### config.mk
export PLATFORM = sky130hd
export DESIGN_NAME = wildcard_byte_pattern_scanner_top
export DESIGN_NICKNAME = d
export VERILOG_FILES = /design/src/rtl/wbps_pkg.sv /design/src/rtl/wbps_queue.sv /design/src/rtl/wbps_front.sv /design/src/rtl/wbps_back.sv /design/src/rtl/wildcard_byte_pattern_scanner_top.sv
export SDC_FILE = /design/constraint.sdc
export NUM_CORES = 1
export LEC_CHECK = 0
export ABC_AREA = 1
export BUFFER_PORTS_ARGS = -buffer_cell sky130_fd_sc_hd__buf_4
export CORE_MARGIN = 2
export CORE_UTILIZATION = 49
export CTS_CLUSTER_DIAMETER = 80
export DETAILED_ROUTE_END_ITERATION = 10
export PLACE_DENSITY = 0.73
export SLEW_MARGIN = 0
export SYNTH_ARGS = -nofsm -noshare
export SYNTH_HDL_FRONTEND = slang
export SYNTH_HIERARCHICAL = 1
export SYNTH_SLANG_ARGS = --single-unit
### constraint.sdc
create_clock -name i_clk -period 7.9 [get_ports i_clk]
set_input_delay 1.58 -clock i_clk [delete_from_list [all_inputs] [get_ports i_clk]]
set_output_delay 1.58 -clock i_clk [all_outputs]
set_load 0.02 [all_outputs]
### src/rtl/wbps_pkg.sv
`timescale 1ns / 1ps

package wbps_pkg;

    localparam int PATTERN_BYTES = 16;
    localparam int WIN_DEPTH     = (PATTERN_BYTES > 1) ? PATTERN_BYTES - 1 : 1;
    localparam int LEN_W         = $clog2(PATTERN_BYTES + 1);
    localparam int FILL_W        = $clog2(WIN_DEPTH + 1);
    localparam int IDX_W         = (PATTERN_BYTES > 1) ? $clog2(PATTERN_BYTES) : 1;

    localparam int CFG_ADDR_W = 3;
    localparam int CFG_DATA_W = 64;

    localparam int QDEPTH = 4;
    localparam int QPTR_W = $clog2(QDEPTH);
    localparam int QCNT_W = $clog2(QDEPTH + 1);

    typedef enum logic [CFG_ADDR_W-1:0] {
        CFG_PATTERN_LOW    = 3'd0,
        CFG_PATTERN_HIGH   = 3'd1,
        CFG_WILDCARD_MASK  = 3'd2,
        CFG_PATTERN_LENGTH = 3'd3,
        CFG_WHICH_MATCH    = 3'd4,
        CFG_BASE_ADDRESS   = 3'd5
    } t_cfg_idx;

    typedef struct packed {
        logic [7:0] data_byte;
        logic       last_byte;
    } t_in_item;

    typedef struct packed {
        logic        found;
        logic [31:0] match_address;
    } t_out_item;

    // Result as classified by the front: offset still relative to the range start.
    typedef struct packed {
        logic        found;
        logic [31:0] offset;
    } t_event;

    typedef struct packed {
        logic   valid;
        t_event ev;
    } t_evt_beat;

endpackage

### src/rtl/wbps_queue.sv
`timescale 1ns / 1ps

module wbps_queue import wbps_pkg::*; (
    input  logic      i_clk,
    input  logic      i_rst_n,
    input  t_evt_beat i_push,
    output logic      o_full,
    output t_evt_beat o_head,
    input  logic      i_pop
);

    t_event            r_mem [QDEPTH];
    logic [QPTR_W-1:0] r_wr_ptr, n_wr_ptr;
    logic [QPTR_W-1:0] r_rd_ptr, n_rd_ptr;
    logic [QCNT_W-1:0] r_count, n_count;
    logic              do_push;
    logic              do_pop;

    assign o_full  = (r_count == QCNT_W'(QDEPTH));
    assign do_push = i_push.valid && !o_full;
    assign do_pop  = i_pop && (r_count != '0);

    assign o_head.valid = (r_count != '0);
    assign o_head.ev    = r_mem[r_rd_ptr];

    always_comb begin
        n_wr_ptr = do_push ? r_wr_ptr + QPTR_W'(1) : r_wr_ptr;
        n_rd_ptr = do_pop  ? r_rd_ptr + QPTR_W'(1) : r_rd_ptr;
        n_count  = r_count;
        if (do_push && !do_pop) begin
            n_count = r_count + QCNT_W'(1);
        end else if (do_pop && !do_push) begin
            n_count = r_count - QCNT_W'(1);
        end
    end

    always_ff @(posedge i_clk) begin
        if (do_push) begin
            r_mem[r_wr_ptr] <= i_push.ev;
        end
    end

    always_ff @(posedge i_clk) begin
        if (!i_rst_n) begin
            r_wr_ptr <= '0;
            r_rd_ptr <= '0;
            r_count  <= '0;
        end else begin
            r_wr_ptr <= n_wr_ptr;
            r_rd_ptr <= n_rd_ptr;
            r_count  <= n_count;
        end
    end

endmodule

### src/rtl/wbps_front.sv
`timescale 1ns / 1ps

module wbps_front import wbps_pkg::*; (
    input  logic                  i_clk,
    input  logic                  i_rst_n,
    input  logic                  i_cfg_we,
    input  logic [CFG_ADDR_W-1:0] i_cfg_addr,
    input  logic [CFG_DATA_W-1:0] i_cfg_data,
    input  logic                  i_in_valid,
    input  t_in_item              i_in_data,
    input  logic                  i_queue_full,
    output logic                  o_in_stall,
    output t_evt_beat             o_push,
    output logic [31:0]           o_base_address
);

    // configuration
    logic [63:0]      r_pattern_low;
    logic [63:0]      r_pattern_high;
    logic [15:0]      r_wildcard_mask;
    logic [4:0]       r_pattern_length;
    logic [15:0]      r_which_match;
    logic [31:0]      r_base_address;

    // stream state
    logic [7:0]        r_window [WIN_DEPTH];
    logic [FILL_W-1:0] r_fill;
    logic [31:0]       r_pos;
    logic [15:0]       r_matches_left;
    logic              r_reported;

    logic [127:0]      pattern;
    logic [7:0]        hist [PATTERN_BYTES];
    logic [LEN_W-1:0]  eff_len;
    logic              hit;
    logic              found_now;
    logic              accept;
    logic [31:0]       start_offset;

    assign pattern        = {r_pattern_high, r_pattern_low};
    assign o_in_stall     = i_queue_full;
    assign accept         = i_in_valid && !i_queue_full;
    assign o_base_address = r_base_address;

    always_comb begin
        eff_len = LEN_W'(r_pattern_length);
        if (r_pattern_length == 5'd0) begin
            eff_len = LEN_W'(1);
        end else if (r_pattern_length > 5'(PATTERN_BYTES)) begin
            eff_len = LEN_W'(PATTERN_BYTES);
        end
    end

    // hist[k] is the byte k positions back from the current one
    always_comb begin
        hist[0] = i_in_data.data_byte;
        for (int k = 1; k < PATTERN_BYTES; k++) begin
            hist[k] = r_window[k-1];
        end
    end

    // masked compare of each pattern position below the effective length against its aligned history byte
    always_comb begin
        logic [LEN_W-1:0] idx;
        hit = (LEN_W'(r_fill) + LEN_W'(1)) >= eff_len;
        for (int i = 0; i < PATTERN_BYTES; i++) begin
            idx = eff_len - LEN_W'(1) - LEN_W'(i);
            if ((LEN_W'(i) < eff_len) && !r_wildcard_mask[i]) begin
                if (hist[idx[IDX_W-1:0]] != pattern[8*i +: 8]) begin
                    hit = 1'b0;
                end
            end
        end
    end

    assign found_now    = hit && !r_reported && (r_matches_left <= 16'd1);
    assign start_offset = r_pos - 32'(eff_len - LEN_W'(1));

    always_comb begin
        o_push.valid     = accept && !r_reported && (found_now || i_in_data.last_byte);
        o_push.ev.found  = found_now;
        o_push.ev.offset = found_now ? start_offset : 32'd0;
    end

    always_ff @(posedge i_clk) begin
        if (accept && !i_in_data.last_byte) begin
            r_window[0] <= i_in_data.data_byte;
            for (int k = 1; k < WIN_DEPTH; k++) begin
                r_window[k] <= r_window[k-1];
            end
        end
    end

    always_ff @(posedge i_clk) begin
        if (!i_rst_n) begin
            r_pattern_low    <= '0;
            r_pattern_high   <= '0;
            r_wildcard_mask  <= '0;
            r_pattern_length <= 5'd1;
            r_which_match    <= 16'd1;
            r_base_address   <= '0;
            r_fill           <= '0;
            r_pos            <= '0;
            r_matches_left   <= 16'd1;
            r_reported       <= 1'b0;
        end else begin
            if (accept) begin
                if (i_in_data.last_byte) begin
                    // rearm for the next range
                    r_fill         <= '0;
                    r_pos          <= '0;
                    r_matches_left <= r_which_match;
                    r_reported     <= 1'b0;
                end else begin
                    if (r_fill != FILL_W'(WIN_DEPTH)) begin
                        r_fill <= r_fill + FILL_W'(1);
                    end
                    r_pos <= r_pos + 32'd1;
                    if (hit && !r_reported) begin
                        if (r_matches_left <= 16'd1) begin
                            r_reported <= 1'b1;
                        end else begin
                            r_matches_left <= r_matches_left - 16'd1;
                        end
                    end
                end
            end
            if (i_cfg_we) begin
                case (i_cfg_addr)
                    CFG_PATTERN_LOW:    r_pattern_low    <= i_cfg_data;
                    CFG_PATTERN_HIGH:   r_pattern_high   <= i_cfg_data;
                    CFG_WILDCARD_MASK:  r_wildcard_mask  <= i_cfg_data[15:0];
                    CFG_PATTERN_LENGTH: r_pattern_length <= i_cfg_data[4:0];
                    CFG_WHICH_MATCH: begin
                        r_which_match <= i_cfg_data[15:0];
                        // load the count only before the range has started
                        if ((r_pos == '0) && (r_fill == '0) && !r_reported) begin
                            r_matches_left <= i_cfg_data[15:0];
                        end
                    end
                    CFG_BASE_ADDRESS:   r_base_address   <= i_cfg_data[31:0];
                    default: ;
                endcase
            end
        end
    end

endmodule

### src/rtl/wbps_back.sv
`timescale 1ns / 1ps

module wbps_back import wbps_pkg::*; (
    input  logic        i_clk,
    input  logic        i_rst_n,
    input  t_evt_beat   i_head,
    output logic        o_pop,
    input  logic [31:0] i_base_address,
    output logic        o_out_valid,
    input  logic        i_out_stall,
    output t_out_item   o_out_data
);

    logic      r_valid;
    t_out_item r_data;
    t_out_item n_data;

    // refill the output register whenever it is empty or being taken
    assign o_pop = i_head.valid && (!r_valid || !i_out_stall);

    always_comb begin
        n_data.found         = i_head.ev.found;
        n_data.match_address = i_head.ev.found ? (i_base_address + i_head.ev.offset) : 32'd0;
    end

    always_ff @(posedge i_clk) begin
        if (o_pop) begin
            r_data <= n_data;
        end
    end

    always_ff @(posedge i_clk) begin
        if (!i_rst_n) begin
            r_valid <= 1'b0;
        end else if (!r_valid || !i_out_stall) begin
            r_valid <= i_head.valid;
        end
    end

    assign o_out_valid = r_valid;
    assign o_out_data  = r_data;

endmodule

### src/rtl/wildcard_byte_pattern_scanner_top.sv
`timescale 1ns / 1ps
// Channel  Direction  Handshake                    Payload
// in       sink       i_in_valid / o_in_stall      i_in_data  (t_in_item)
// out      source     o_out_valid / i_out_stall    o_out_data (t_out_item)
// cfg      sink       i_cfg_we                     i_cfg_addr, i_cfg_data
//
// One byte per cycle while o_in_stall is low: the masked window compare runs in the accepting cycle.
// A result is registered in the result queue and then in the output register.
// Reset is synchronous, active low; no clearing pass is needed.
// o_in_stall rises only while the four-entry result queue is full, which
// takes a stalled output and several ranges ending meanwhile.

module wildcard_byte_pattern_scanner_top import wbps_pkg::*; (
    input  logic                  i_clk,
    input  logic                  i_rst_n,
    input  logic                  i_cfg_we,
    input  logic [CFG_ADDR_W-1:0] i_cfg_addr,
    input  logic [CFG_DATA_W-1:0] i_cfg_data,
    input  logic                  i_in_valid,
    output logic                  o_in_stall,
    input  t_in_item              i_in_data,
    output logic                  o_out_valid,
    input  logic                  i_out_stall,
    output t_out_item             o_out_data
);

    t_evt_beat   push;
    t_evt_beat   head;
    logic        queue_full;
    logic        pop;
    logic [31:0] base_address;

    wbps_front u_front (
        .i_clk          (i_clk),
        .i_rst_n        (i_rst_n),
        .i_cfg_we       (i_cfg_we),
        .i_cfg_addr     (i_cfg_addr),
        .i_cfg_data     (i_cfg_data),
        .i_in_valid     (i_in_valid),
        .i_in_data      (i_in_data),
        .i_queue_full   (queue_full),
        .o_in_stall     (o_in_stall),
        .o_push         (push),
        .o_base_address (base_address)
    );

    wbps_queue u_queue (
        .i_clk   (i_clk),
        .i_rst_n (i_rst_n),
        .i_push  (push),
        .o_full  (queue_full),
        .o_head  (head),
        .i_pop   (pop)
    );

    wbps_back u_back (
        .i_clk          (i_clk),
        .i_rst_n        (i_rst_n),
        .i_head         (head),
        .o_pop          (pop),
        .i_base_address (base_address),
        .o_out_valid    (o_out_valid),
        .i_out_stall    (i_out_stall),
        .o_out_data     (o_out_data)
    );

endmodule

After elaboration in Yosys (flattened, before gate mapping)
Memory sizes are Yosys's and may differ from the RTL's. A register that Yosys moved wholly into a read port is not among the register bits.
Cells that the tools add are included.

storage, ports and cells
  output and inout port bits = 35
  bits in writable memories = 252
  memories = 2
  bits in registers = 291

memories
  name              depth  bits a word  read ports  clocked after Yosys merged registers in  wr ports  line              text
  u_queue.r_mem     4      33           1           1                                        1         wbps_queue.sv:12  t_event r_mem [QDEPTH];
  u_front.r_window  15     8            15          0                                        15        wbps_front.sv:26  logic [7:0] r_window [WIN_DEPTH];

operators by class
  reductions and logical operators = 71
  magnitude comparators = 35
  add/subtract/negate cells = 27
  multiplexer cells = 104
  bitwise gates (word level) = 16
  equality and inequality tests = 23

operators by type and width
  cell                                                                         number
  8-bit binary-select mux with 4-bit select                                    16
  8-bit 2-to-1 mux                                                             32
  8-bit inequality test                                                        16
  16-bit 2-to-1 mux                                                            7
  5-bit >= comparator, second input constant                                   16
  4-bit inverter with 5-bit output                                             16
  32-bit 2-to-1 mux                                                            2
  4-bit by 5-bit less-than comparator with 1-bit output, first input constant  8
  1-bit 2-to-1 mux                                                             39
  32-bit by 1-bit adder with 32-bit output, second input constant              1
  32-bit adder                                                                 1
  32-bit logical NOT                                                           1
  32-bit subtractor                                                            1
  4-bit subtractor, second input constant                                      8
  1-bit logical AND                                                            29
  1-bit logical NOT                                                            23
  3-bit by 5-bit less-than comparator with 1-bit output, first input constant  4
  16-bit by 1-bit <= comparator with 1-bit output, second input constant       1
  16-bit by 1-bit subtractor with 16-bit output, second input constant         1
  4-bit by 3-bit subtractor with 4-bit output, second input constant           4
  2-bit AND reduction                                                          7
  1-bit by 5-bit less-than comparator with 1-bit output, first input constant  2
  2-bit by 5-bit less-than comparator with 1-bit output, first input constant  2
  5-bit 2-to-1 mux                                                             2
  24 further kinds                                                             37

Longest topological paths before layout
  depth after elaboration = 50
  gate-level depth with buffers = 42
  depth with buffers taken out = 37

Cells and area by module
The synthesis kept the hierarchy.

modules (own cells, without submodules)
  module      area each (sq um)  times used  cells an instance  seq. area each (sq um)
  wbps_front  25803.5            1           4182               8608.3
  wbps_queue  5405.2             1           388                4144.0
  wbps_back   3563.4             1           572                1011.0

Worst setup path after synthesis
Ideal clock, no wire load.

  path type = flip-flop to flip-flop
  from = reg u_front.r_pattern_length[1]
  to = mem u_queue/r_mem[0][0] in the netlist's numbering, enable pin
  stages on the path, launching flop included = 33
  slack = 2.215 ns
  period minus slack after synthesis = 5.685 ns
  arrival time = 5.262 ns
  cell sequence = dfxtp_1 > inv_1 > nor2_2 > inv_2 > buf_2 > buf_1 > ha_1 > buf_2 > inv_1 > clkbuf_1 > buf_1 > nand3_1 > nand2_1 > nand2_1 > nand3_1 > nand2_1 > nand2_1 > nand2_1 > inv_1 > nand2_1 > nor2_1 > nand2_1 > nand2_1 > nand2_1 > nor2_1 > nand2_1 > nor2_2 > nand2_1 > inv_2 > nand2_1 > a21oi_1 > nand2_1 > nor2_1

RTL lines
  item                    line               text
  start, declared         wbps_front.sv:21   logic [4:0] r_pattern_length;
  start signal, assigned  wbps_front.sv:133  CFG_PATTERN_LENGTH: r_pattern_length <= i_cfg_data[4:0];
  end, declared           wbps_queue.sv:12

==> impl_metrics.toml <==
[run_status]
status = "complete, no violations"

[power_and_ir_drop]
ir_drop_uv = 306.0
p_leak_nw = 17.54
p_per_area_nw_per_um2 = 247.7

[logic_synthesis]
ys_seq_area_frac = 0.3958
synth-xor-area-share = 0.006045
yosys_warnings = 6
synthMuxAreaShare = 0
yosys_register_bits = 545
syn_inst = 5142
synth_edf_count = 285
netlist_area_um2 = 34770
avgSynthCellArea_um2 = 6.762
synth_cell_type_count = 55
synth_compound_area_frac = 0.1082
synth_ff_type = "edfxtp_1"
synth_top_family_by_area = "simple AND/OR/NAND/NOR gates"
synthArstFlopShare = 0
synthSimpleGateAreaFrac = 0.3779
synthAdderAreaFrac = 0.02922

[place]
place.gp.congestion = 1.034
place.port_buffers = 115
hpwl_um = 89230
place_ws_ns = 1.730

[clock_network]
clockBufferDepth = 3
cts_setup_buffers = 0
cts_sinks = 545
insertion_delay_ns = 0.64
cts_made_buffers = 60
htree_levels = 2
clk_pin_slew_worst_paths_ns = 0.06
cts_tree = "built"
cts-root-buf = "clkbuf_16"
cts-resized-gates = 0
postCtsHoldBufs = 0

[grt]
grt_pass1_wl_um = 182800
track_usage = 0.3210
grt_max_degree = 148
antenna_found_initial = 4
grt_remaining_overflow = 0
grt_pass1_vias = 30760

[timing]
skew_ns = 0.02029
min_period_ns = 6.322
drv_slew = 0
maxSlewHeadroom = 0.2827
worst_pin_slew_ns = 1.076
fmax_mhz = 158.2
tns_ns = 0
layout_worst_path_cycle_share = 0.8002
hold_viol = 0
fin_ws_ns = 1.578
setup_viol = 0
rsz0062_at_grt = "false"

[floorplanning]
ios = 116
die-area_um2 = 73110
initial_core_util = 0.4957
fp.dieW_um = 270.4
core_area_um2 = 70150
num_rows = 97
die_y_um = 270.4

[route]
drt_iter0_markers = 4895
firstDrtPassIters = 8
via_per_inst = 5.684
num_vias = 35010
wire_per_inst_um = 19.58
route.detailed.drc = 0
drt-total-wl_um = 120600
final_antenna_net_count = 0

[layout]
final_common_cell = "nand2_1"
syn_to_final_growth_pct = 9.654
final_cell_mix = "nand2_1 (1658), nand3_1 (753), nor2_1 (520), inv_1 (442), o21ai_0 (314)"
final_nets = 5328
fillers = 6885
final-seq-area_um2 = 13760
multi_input_area_um2 = 18310
final_layout_size_suffix_gt1_frac = 0.06632

[setup_path]
critical_path_class = "reg2reg"
start_kind = "register"
cp-end-kind = "register"
crit_slowest_cell = "o21ai_2"
cp_max_fo = 34
cp.depth = 35
worst-endpoint-arrival_ns = 6.87
crit_path_frequent_cell = "nand2_1"
critPathMaxStageDelay_ns = 0.66
critical_path.top_delay_family = "simple AND/OR/NAND/NOR gates"
path_buf_inv = 7
crit_required_ns = 8.44
r2r_cells = 35

[flow_run]
cap_violations = 0

[worst_hold_path]
whs_path_depth = 0
min_path_type = "reg2reg"
## per-stage QoR
| step | utilization | hold slack (ns) | total power, mW | instances | area (µm²) |
|---|---|---|---|---|---|
| floorplan | - | 0.4264 | 5.661 | 5168 | 34870 |
| global placement | 0.5162 | 0.4285 | 6.604 | 6045 | 36210 |
| detailed placement | 0.5162 | 0.4331 | 6.632 | 6045 | 36210 |
| CTS | 0.5435 | 0.4463 | 9.394 | 6157 | 38130 |
| global route | 0.5435 | 0.4597 | 9.921 | 6157 | 38130 |
| finish | 0.5435 | 0.4445 | 9.444 | 6158 | 38130 |
## layout make-up
type / instances / area share
Clock buffer: 78 / 0.04250
Sequential cell: 545 / 0.3610
Inverter: 463 / 0.04568
Antenna cell: 1 / 0.00006563
Timing Repair Buffer: 158 / 0.03186
Clock inverter: 34 / 0.007777
Multi-Input combinational cell: 3939 / 0.4803
Tap cell: 940 / 0.03085
## cell families (layout without fill, tap and decap cells)
kind of cell / count (synthesis) / after routing
xor+xnor: 24 / 24
other cells: 1 / 28
fa+ha+maj: 80 / 80
flops: 545 / 545
buf+inv: 684 / 733
simple gates: 3111 / 3111
compound gates: 697 / 697
## routing by layer
metal	track usage	part of all wire	up-vias
met2	0.4529	0.40	1867
met1	0.4779	0.44	15940
li1	-	-	17000
met4	0.1121	0.035	2
met5	0.0006579	0.00011	-
met3	0.07228	0.12	196
## synthesized netlist by cell type, types with 7 or more instances
cell type  instances  area (µm²)
nor2_1           528        1982
o21a_1            11       82.58
o21ai_1           43       215.2
o21ai_0          314        1572
a21oi_1          232        1161
nor4_1             9       56.30
inv_2             12       45.04
xor2_1            13       113.9
nand2_1         1660        6231
o22ai_1           33       206.5
edfxtp_1         285        8558
buf_6             16       180.2
clkbuf_1          97       364.1
buf_1             12       45.04
xnor2_1           11       96.34
buf_2             70       350.3
nor2_2            13       81.33
nor3_1            23       115.1
buf_4             23       172.7
nand3_1          753        3769
inv_1            445        1670
a221oi_1          19       166.4
dfxtp_1          260        5205
nand3b_1          58       435.4
o21bai_1           7       52.55
nand4_1           17       106.4
nand2_2           32       200.2
ha_1              78       975.9
o21ai_2            7       61.31
a211oi_1           7       52.55
## worst paths after layout
| kind | start | end | slack [ns] |
|---|---|---|---|
| hold reg to reg | u_front/r_window[0][35] | u_front/r_window[0][43] | 0.44 |
| setup / recovery | u_front/r_pattern_length[4] | u_queue/r_count[2] | 1.58 |
| setup reg to reg | u_front/r_pattern_length[4] | u_queue/r_count[2] | 1.58 |
| hold / removal | u_front/r_window[0][35] | u_front/r_window[0][43] | 0.44 |
## report_power, final
part	switching, mW	total (mW)	internal (mW)	leakage [nW]
registers	0.127	3.42	3.30	4.80
clock network	1.20	2.78	1.57	0.941
logic	2.30	3.24	0.943	11.8
total	3.63	9.44	5.81	17.5
## worst reg2reg max path: cells and delay by family (launching register included)
family / cells / cell delay, ns
DFF: 1 / 0.51
adders and majority gates: 3 / 0.88
and+or+nand+nor: 23 / 2.84
buffers and inverters: 7 / 1.01
AOI/OAI and AO/OA: 2 / 1.00
## sequential cells by signal (all words and copies together) (netlist names), 32 cells and up, named ones only
signal	flops
u_front/r_window	120
u_front/r_pattern_low	64
u_front/r_pattern_high	64
u_back/o_out_data	33
u_queue/r_mem	132
u_front/r_pos	32
u_front/o_base_address	32
(Power assumes the default switching activity.)
